[src/design/slw_pkg.sv]
// shared types, codes and font table for the segment lcd serial writer
package slw_pkg;

    localparam int FRAME_W   = 17;
    localparam int CNT_W     = 5;
    localparam int PHASE_W   = 12;

    localparam logic [11:0] PHASE_RESET = 12'd20;

    localparam logic [1:0] ACT_RAW   = 2'd0;
    localparam logic [1:0] ACT_DIGIT = 2'd1;
    localparam logic [1:0] ACT_DOT   = 2'd2;
    localparam logic [1:0] ACT_CMD   = 2'd3;

    localparam logic [2:0] WR_MODE   = 3'b101;
    localparam logic [3:0] CMD_MODE  = 4'b1000;
    localparam logic [7:0] DOT_MASK  = 8'h08;

    localparam logic [CNT_W-1:0] WR_BITS  = 5'd17;
    localparam logic [CNT_W-1:0] CMD_BITS = 5'd12;

    typedef struct packed {
        logic load;        // capture a new frame from the input beat
        logic phase_load;  // restart the strobe phase counter
        logic emit;        // push the current bit and shift
    } slw_cmd_t;

    typedef struct packed {
        logic phase_done;
        logic bit_last;
        logic out_space;
    } slw_status_t;

    function automatic logic [7:0] seg_font(input logic [7:0] code);
        logic [7:0] pat;
        unique case (code)
            8'd0:    pat = 8'hf5;
            8'd1:    pat = 8'h05;
            8'd2:    pat = 8'hd3;
            8'd3:    pat = 8'h97;
            8'd4:    pat = 8'h27;
            8'd5:    pat = 8'hb6;
            8'd6:    pat = 8'hf6;
            8'd7:    pat = 8'h15;
            8'd8:    pat = 8'hf7;
            8'd9:    pat = 8'hb7;
            8'd10:   pat = 8'h02;
            8'd11:   pat = 8'h80;
            8'd12:   pat = 8'h67;
            8'd13:   pat = 8'hf2;
            8'd14:   pat = 8'he0;
            8'd15:   pat = 8'h73;
            default: pat = 8'h00;  // code sixteen and anything above is blank
        endcase
        return pat;
    endfunction

endpackage

[src/design/slw_dp.sv]
// datapath: frame shifter, bit and phase counters, output register
module slw_dp (
    input  logic                      clk,
    input  logic                      rst_n,
    input  logic                      cfg_wr_en,
    input  logic [11:0]               cfg_wr_data,
    input  logic [1:0]                action,
    input  logic [4:0]                address,
    input  logic [7:0]                value,
    input  slw_pkg::slw_cmd_t         cmd,
    output slw_pkg::slw_status_t      status,
    output logic                      out_valid,
    input  logic                      out_ready,
    output logic                      data_bit,
    output logic                      last
);
    import slw_pkg::*;

    logic [PHASE_W-1:0] phase_cycles_reg;
    logic [FRAME_W-1:0] frame_reg, frame_next;
    logic [CNT_W-1:0]   bits_left_reg, bits_left_next;
    logic [PHASE_W-1:0] phase_cnt_reg, phase_cnt_next;
    logic               out_valid_reg, out_valid_next;
    logic               out_data_reg, out_last_reg;
    logic [7:0]         byte_sel;

    always_ff @(posedge clk or negedge rst_n)
    begin
        if (!rst_n)
        begin
            phase_cycles_reg <= PHASE_RESET;
        end
        else if (cfg_wr_en)
        begin
            // a zero write is stored as one
            phase_cycles_reg <= (cfg_wr_data == '0) ? PHASE_W'(1) : cfg_wr_data;
        end
    end

    always_comb
    begin
        unique case (action)
            ACT_RAW:   byte_sel = value;
            ACT_DIGIT: byte_sel = seg_font(value);
            ACT_DOT:   byte_sel = seg_font(value) | DOT_MASK;
            default:   byte_sel = value;
        endcase
    end

    always_comb
    begin
        frame_next     = frame_reg;
        bits_left_next = bits_left_reg;
        if (cmd.load)
        begin
            // frames are left aligned so the outgoing bit is always the msb
            if (action == ACT_CMD)
            begin
                frame_next     = {CMD_MODE, value, 5'b0};
                bits_left_next = CMD_BITS;
            end
            else
            begin
                frame_next     = {WR_MODE, address, 1'b0, byte_sel};
                bits_left_next = WR_BITS;
            end
        end
        else if (cmd.emit)
        begin
            frame_next     = {frame_reg[FRAME_W-2:0], 1'b0};
            bits_left_next = bits_left_reg - CNT_W'(1);
        end
    end

    always_comb
    begin
        phase_cnt_next = phase_cnt_reg;
        if (cmd.phase_load)
        begin
            phase_cnt_next = phase_cycles_reg;
        end
        else if (phase_cnt_reg > PHASE_W'(1))
        begin
            phase_cnt_next = phase_cnt_reg - PHASE_W'(1);
        end
    end

    always_comb
    begin
        out_valid_next = out_valid_reg;
        if (cmd.emit)
        begin
            out_valid_next = 1'b1;
        end
        else if (out_ready)
        begin
            out_valid_next = 1'b0;
        end
    end

    always_ff @(posedge clk or negedge rst_n)
    begin
        if (!rst_n)
        begin
            frame_reg     <= '0;
            bits_left_reg <= '0;
            phase_cnt_reg <= '0;
            out_valid_reg <= 1'b0;
        end
        else
        begin
            frame_reg     <= frame_next;
            bits_left_reg <= bits_left_next;
            phase_cnt_reg <= phase_cnt_next;
            out_valid_reg <= out_valid_next;
        end
    end

    always_ff @(posedge clk)
    begin
        if (cmd.emit)
        begin
            out_data_reg <= frame_reg[FRAME_W-1];
            out_last_reg <= (bits_left_reg == CNT_W'(1));
        end
    end

    assign status.phase_done = (phase_cnt_reg == PHASE_W'(1));
    assign status.bit_last   = (bits_left_reg == CNT_W'(1));
    assign status.out_space  = !out_valid_reg || out_ready;

    assign out_valid = out_valid_reg;
    assign data_bit  = out_data_reg;
    assign last      = out_last_reg;

`ifndef SYNTH
    a_bits_range: assert property (@(posedge clk) disable iff (!rst_n)
        bits_left_reg <= WR_BITS)
        else $error("bit counter out of range");

    a_emit_has_bits: assert property (@(posedge clk) disable iff (!rst_n)
        cmd.emit |-> bits_left_reg != '0)
        else $error("bit pushed from an empty frame");
`endif

endmodule

[src/design/slw_ctrl.sv]
// controller: sequences the three strobe phases of every bit
module slw_ctrl (
    input  logic                      clk,
    input  logic                      rst_n,
    input  logic                      in_valid,
    output logic                      in_ready,
    input  slw_pkg::slw_status_t      status,
    output slw_pkg::slw_cmd_t         cmd
);
    import slw_pkg::*;

    localparam logic [1:0] S_IDLE   = 2'd0;
    localparam logic [1:0] S_LOW    = 2'd1;
    localparam logic [1:0] S_LAUNCH = 2'd2;
    localparam logic [1:0] S_HIGH   = 2'd3;

    logic [1:0] state_reg, state_next;
    logic       accept;

    assign in_ready = (state_reg == S_IDLE);
    assign accept   = in_valid && in_ready;

    always_comb
    begin
        state_next     = state_reg;
        cmd.load       = 1'b0;
        cmd.phase_load = 1'b0;
        cmd.emit       = 1'b0;
        unique case (state_reg)
            S_IDLE:
            begin
                if (accept)
                begin
                    cmd.load       = 1'b1;
                    cmd.phase_load = 1'b1;
                    state_next     = S_LOW;
                end
            end
            S_LOW:
            begin
                if (status.phase_done)
                begin
                    cmd.phase_load = 1'b1;
                    state_next     = S_LAUNCH;
                end
            end
            S_LAUNCH:
            begin
                if (status.phase_done)
                begin
                    cmd.phase_load = 1'b1;
                    state_next     = S_HIGH;
                end
            end
            S_HIGH:
            begin
                // rising strobe edge: hold here while the output beat is stuck
                if (status.phase_done && status.out_space)
                begin
                    cmd.emit = 1'b1;
                    if (status.bit_last)
                    begin
                        state_next = S_IDLE;
                    end
                    else
                    begin
                        cmd.phase_load = 1'b1;
                        state_next     = S_LOW;
                    end
                end
            end
            default:
            begin
                state_next = S_IDLE;
            end
        endcase
    end

    always_ff @(posedge clk or negedge rst_n)
    begin
        if (!rst_n)
        begin
            state_reg <= S_IDLE;
        end
        else
        begin
            state_reg <= state_next;
        end
    end

`ifndef SYNTH
    a_accept_starts: assert property (@(posedge clk) disable iff (!rst_n)
        accept |=> state_reg == S_LOW)
        else $error("accepted beat did not start a frame");

    a_emit_space: assert property (@(posedge clk) disable iff (!rst_n)
        cmd.emit |-> status.out_space)
        else $error("bit pushed into a full output register");

    a_last_ends: assert property (@(posedge clk) disable iff (!rst_n)
        cmd.emit && status.bit_last |=> state_reg == S_IDLE)
        else $error("frame did not end after its last bit");
`endif

endmodule

[src/design/segment_lcd_serial_writer.sv]
// top level of the segment lcd serial writer
//
//  channel  | handshake             | payload
//  ---------+-----------------------+---------------------------
//  request  | in_valid / in_ready   | action, address, value
//  bit out  | out_valid / out_ready | data_bit, last
//  config   | cfg_wr_en             | cfg_wr_data (phase_cycles)
//
// one request gives 17 bits (data write) or 12 bits (command), one beat each
// each bit takes three strobe phases whose length is phase_cycles (0 taken as 1)
// the phase counter in the datapath times every strobe phase
// a stalled bit beat holds the sequencer at the end of the strobe high phase
// reset restores phase_cycles to 20 and leaves the block idle with no beat pending
module segment_lcd_serial_writer (
    input  logic        clk,
    input  logic        rst_n,
    input  logic        cfg_wr_en,
    input  logic [11:0] cfg_wr_data,
    input  logic        in_valid,
    output logic        in_ready,
    input  logic [1:0]  action,
    input  logic [4:0]  address,
    input  logic [7:0]  value,
    output logic        out_valid,
    input  logic        out_ready,
    output logic        data_bit,
    output logic        last
);
    import slw_pkg::*;

    slw_cmd_t    cmd;
    slw_status_t status;

    slw_ctrl u_ctrl (
        .clk      (clk),
        .rst_n    (rst_n),
        .in_valid (in_valid),
        .in_ready (in_ready),
        .status   (status),
        .cmd      (cmd)
    );

    slw_dp u_dp (
        .clk         (clk),
        .rst_n       (rst_n),
        .cfg_wr_en   (cfg_wr_en),
        .cfg_wr_data (cfg_wr_data),
        .action      (action),
        .address     (address),
        .value       (value),
        .cmd         (cmd),
        .status      (status),
        .out_valid   (out_valid),
        .out_ready   (out_ready),
        .data_bit    (data_bit),
        .last        (last)
    );

endmodule

[config.mk]
export PLATFORM = sky130hd
export DESIGN_NAME = segment_lcd_serial_writer
export DESIGN_NICKNAME = d
export VERILOG_FILES = /design/src/design/slw_pkg.sv /design/src/design/slw_dp.sv /design/src/design/slw_ctrl.sv /design/src/design/segment_lcd_serial_writer.sv
export SDC_FILE = /design/constraint.sdc
export NUM_CORES = 1
export LEC_CHECK = 0
export ABC_AREA = 1
export ABC_CLOCK_PERIOD_IN_PS = 2500
export BUFFER_PORTS_ARGS = -buffer_cell sky130_fd_sc_hd__buf_4
export CAP_MARGIN = 40
export CORE_AREA = 2 2 88 90
export DETAILED_ROUTE_END_ITERATION = 12
export DIE_AREA = 0 0 90 92
export GPL_TIMING_DRIVEN = 1
export SYNTH_ARGS = -nofsm -noshare
export SYNTH_HDL_FRONTEND = slang
export SYNTH_HIERARCHICAL = 1
export SYNTH_SLANG_ARGS = --single-unit
[constraint.sdc]
create_clock -name clk -period 2.5 [get_ports clk]
set_input_delay 0.5 -clock clk [delete_from_list [all_inputs] [get_ports clk]]
set_output_delay 0.5 -clock clk [all_outputs]
set_load 0.1 [all_outputs]
# Word level (Yosys, flattened, before mapping)
# Memories as Yosys holds them, arrays and structs flattened.
# Index checks and enable logic that the tools add are counted.
# totals
rom_bits	224
reg_bits	51
out_inout_bits	4
mem_count	2
elab_cells	64
input_bits	32
# memory_table
memory	depth	word_bits	read_ports	rd_clocked_by_memory_dff	write_ports	line	source
(no name shown)	16	7	1	0	0	slw_pkg.sv:36	unique case (code)
(no name shown)	16	7	1	0	0	slw_pkg.sv:36	
# classes
addsub	2
n_reduce_logical	12
order_cmp	1
eq_ne	12
n_mux	27
# op_table
operator	n
$mux W12	3
$mux W17	2
$mux W8	2
$pmux W8 S2	1
$mux W15	1
$mux W5	3
$eq A12 B1 Y1 const B	1
$gt A12 B1 Y1 const B	1
$logic_not A12 Y1	1
$mux W2	6
$sub A12 B1 Y12 const B	1
$eq A2 B2 Y1 const B	4
$pmux W2 S4	1
$mux W1	7
$ne A2 B1 Y1 const B	3
$reduce_bool A2 Y1	3
$eq A5 B1 Y1 const B	1
$sub A5 B1 Y5 const B	1
$eq A2 B1 Y1 const B	2
$logic_not A4 Y1	1
$reduce_and A4 Y1	1
$pmux W1 S3	1
$logic_and A1 B1 Y1	2
$logic_not A2 Y1	1
other kinds (4)	4

# Logic depth before layout (Yosys ltp)
# logic_depth
word_depth	7
depth_mapped	12
mapped_depth_nobuf	12

# By module
# The synthesis kept the hierarchy.
# by_module_without_submodules
module	seq_area_each_um2	cells_per_inst	area_each_um2	n_inst
slw_dp	1238.7	388	2950.3	1
slw_ctrl	50.0	35	241.5	1

# Worst setup path before layout
# OpenSTA, ideal clock, no wires.
# synth_path
kind	register to register
startpoint	register u_ctrl.state_reg[0]
endpoint	register u_dp.phase_cnt_reg[4]
t_arrival_ns	2.324
setup_ns	0.077
path_buffers	1
period_less_slack_ns	2.401
required_ns	2.423
slack_ns	0.099
path_stages_with_launch	9
cell_sequence	dfrtp_1 -> inv_1 -> ha_1 -> nand2_2 -> a21boi_0 -> inv_1 -> clkbuf_1 -> nand2_1 -> a21oi_1
# synth_rtl
element	line	source
start: declaration	slw_ctrl.sv:17	logic [1:0] state_reg, state_next;
start signal: assignment	slw_ctrl.sv:87	state_reg <= state_next;
end signal: assignment	slw_dp.sv:114	phase_cnt_reg <= phase_cnt_next;
end: declaration	slw_dp.sv:22	logic [PHASE_W-1:0] phase_cnt_reg, phase_cnt_next;

==> results.sh <==
export IMPL_holdCritPathClass="in -> async"
export IMPL_clock_sinks=51
export IMPL_slew_violations=0
export IMPL_drc=0
export IMPL_hold_viol_final=0
export IMPL_async_flop_share=0.961
export IMPL_worstRegToRegCells=12
export IMPL_post_dp_hpwl_um=5250
export IMPL_fin_skew_ns=0.00594
export IMPL_syn_nets=472
export IMPL_grt_pass1_wl_um=12500
export IMPL_post_synth_top_count_cell="nand2_1"
export IMPL_start_util=0.429
export IMPL_period_minus_slack_ns=2.15
export IMPL_synth_edf_count=2
export IMPL_drtIter0Drc=145
export IMPL_finalSetupViolCount=0
export IMPL_yosysUniqueCellTypes=41
export IMPL_vias=2772
export IMPL_drive_gt1_frac=0.172
export IMPL_via_per_inst=4.93
export IMPL_core_area_mm2=0.00745
export IMPL_cts_buffers=5
export IMPL_max_cap_viol_count=0
export IMPL_globalRouteOverflowTotal=0
export IMPL_area_growth_pct=14.4
export IMPL_power_leakage_nw=1.78
export IMPL_portBuffers=35
export IMPL_dieArea_mm2=0.00828
export IMPL_antenna_cells=0
export IMPL_antenna_found_initial=0
export IMPL_path_clk_slew_ns=0.10
export IMPL_powerDensity_mw_per_mm2=936
export IMPL_insertion_delay_ns=0.31
export IMPL_tritoncts="done"
export IMPL_max_vdd_ir_drop_v=0.000294
export IMPL_synth_warnings=6
export IMPL_grt_max_degree=50
export IMPL_clockRootBuffer="clkbuf_8"
export IMPL_netlist_top_cell_by_area="dfrtp_1"
export IMPL_largest_reg_flops=17
export IMPL_postSynthCellCount=423
export IMPL_grt_pass1_vias=2656
export IMPL_instances_no_fill=562
export IMPL_critPathKind="reg -> reg"
export IMPL_fin_util=0.490
export IMPL_htreeDepth=2
export IMPL_fp_dieW_um=90
export IMPL_required_ns=2.73
export IMPL_dp_cells=554
export IMPL_min_period_over_period=0.862
export IMPL_ant_nets=0
export IMPL_place_gp_congestion=0.860
export IMPL_syn_area_mm2=0.00319
export IMPL_rows=32
export IMPL_nets=508
export IMPL_slew_headroom=0.590
export IMPL_pin_count=36
export IMPL_cp_start_kind="flop"
export IMPL_timing_fmax_ghz=0.464
export IMPL_hold_slack_ns=0.194
export IMPL_wl_um=6940
export IMPL_status="complete, no violations"
export IMPL_cp_max_fo=17
export IMPL_arrival_ns=2.38
export IMPL_synthFlopType="dfrtp_1"
export IMPL_crit_path_end_kind="flop"
export IMPL_avgSynthCellArea_um2=7.55
export IMPL_drt_pass1_iter_count=4
export IMPL_ys_seq_area_frac=0.404
export IMPL_wl_per_cell_um=12.4
export IMPL_grt_setup_unrepaired="no"
export IMPL_placedInstanceArea_mm2=0.00356
export IMPL_grt_use_total=0.183
export IMPL_fin_area_mm2=0.00365
export IMPL_worst_slew_pin_slew_ns=0.616
export IMPL_synthTopCellsByCount="131 x nand2_1, 47 x dfrtp_1, 42 x inv_1, 40 x nor2_1, 35 x nand3_1"
export IMPL_final_setup_tns_ns=0
export IMPL_ys_ff_latch=51
export IMPL_netlist_top_cells_area="dfrtp_1 37%, nand2_1 15%, ha_1 6.7%"
export IMPL_clock_path_buffers=2
export IMPL_dieHeight_um=92
export IMPL_synth_top_area_share=0.368
area by class of cell:
class	count	area [µm²]
Sequential cell	51	1290
Clock buffer	5	68.8
Timing Repair Buffer	40	300
Fill cell	759	3790
Inverter	49	193
Tap cell	102	128
Clock inverter	3	18.8
Multi-Input combinational cell	312	1660
worst max-delay path: stages, from the launching register on:
cell,delay (ns)
dfrtp_1,0.41
nor2_1,0.14
nand2_1,0.12
nor2_4,0.15
inv_2,0.06
nor3_1,0.13
buf_4,0.16
nand2_2,0.06
nor2_2,0.19
nor2_4,0.10
clkinv_2,0.24
nand3_1,0.15
o221ai_2,0.15
metrics by stage:
| step | power, mW | setup WS, ns |
|---|---|---|
| after floorplan | 2.58 | 0.0987 |
| after global placement | 2.93 | 0.277 |
| after detailed placement | 2.96 | 0.213 |
| after CTS | 3.45 | 0.182 |
| after global routing | 3.78 | 0.0193 |
| final | 3.42 | 0.345 |
layer usage:
metal,vias to the layer above,global-route usage,share of wire,routed length (µm)
li1,1437,-,-,-
met1,1279,0.279,0.53,3650
met2,50,0.270,0.43,3000
met3,6,0.0230,0.030,210
met4,0,0.0577,0.011,79
met5,-,0,0,0
power breakdown:
part	internal, mW	switching, mW
Combinational	0.585	1.03
Clock	0.198	0.278
Sequential	1.12	0.206
Total	1.90	1.51
worst paths after layout:
kind / slack (ns) / endpoint / from
setup / recovery: 0.35 / u_dp/bits_left_reg[4] / u_dp/phase_cnt_reg[5]
hold / removal: 0.19 / u_dp/phase_cnt_reg[11] / rst_n
setup reg to reg: 0.35 / u_dp/bits_left_reg[4] / u_dp/phase_cnt_reg[5]
hold reg to reg: 0.46 / u_dp/data_bit / u_dp/frame_reg[16]
max in group asynchronous: 1.89 / u_dp/frame_reg[14] / rst_n
min in group clk: 0.39 / u_dp/phase_cycles_reg[5] / cfg_wr_data[5]
repair_timing:
action                                  in CTS  in global routing
hold buffers                                 0                  0
endpoints found under the setup margin       0                 13
resized for setup                            0                  3
setup buffers                                0                  0
logic make-up after synthesis:
kind of cell,synth area share
and+or+nand+nor,0.310
DFF,0.404
xor gates and xnor gates,0.0165
adders and majority gates,0.0666
buffers and inverters,0.0784
AOI/OAI and AO/OA,0.125
cell usage in the layout (no fill, tap or decap), types with 3 or more instances in the layout:
| cell type | netlist | routed |
|---|---|---|
| a211oi_1 | 3 | 3 |
| nand2_2 | 7 | 7 |
| clkinv_2 | 0 | 3 |
| a21oi_1 | 15 | 15 |
| o21ai_0 | 13 | 13 |
| clkbuf_8 | 0 | 5 |
| nor2_1 | 40 | 39 |
| nand2_1 | 131 | 131 |
| buf_4 | 1 | 40 |
| nand4_1 | 3 | 3 |
| nand3_1 | 35 | 35 |
| inv_1 | 42 | 41 |
| nor2_4 | 5 | 5 |
| inv_2 | 4 | 4 |
| o21ai_1 | 12 | 12 |
| dfrtp_1 | 47 | 47 |
| nor4_1 | 3 | 3 |
| xor2_1 | 5 | 5 |
| ha_1 | 17 | 17 |
| o211ai_1 | 3 | 3 |
| a41oi_2 | 3 | 3 |
No activity file was read; power rests on OpenSTA's default activity.
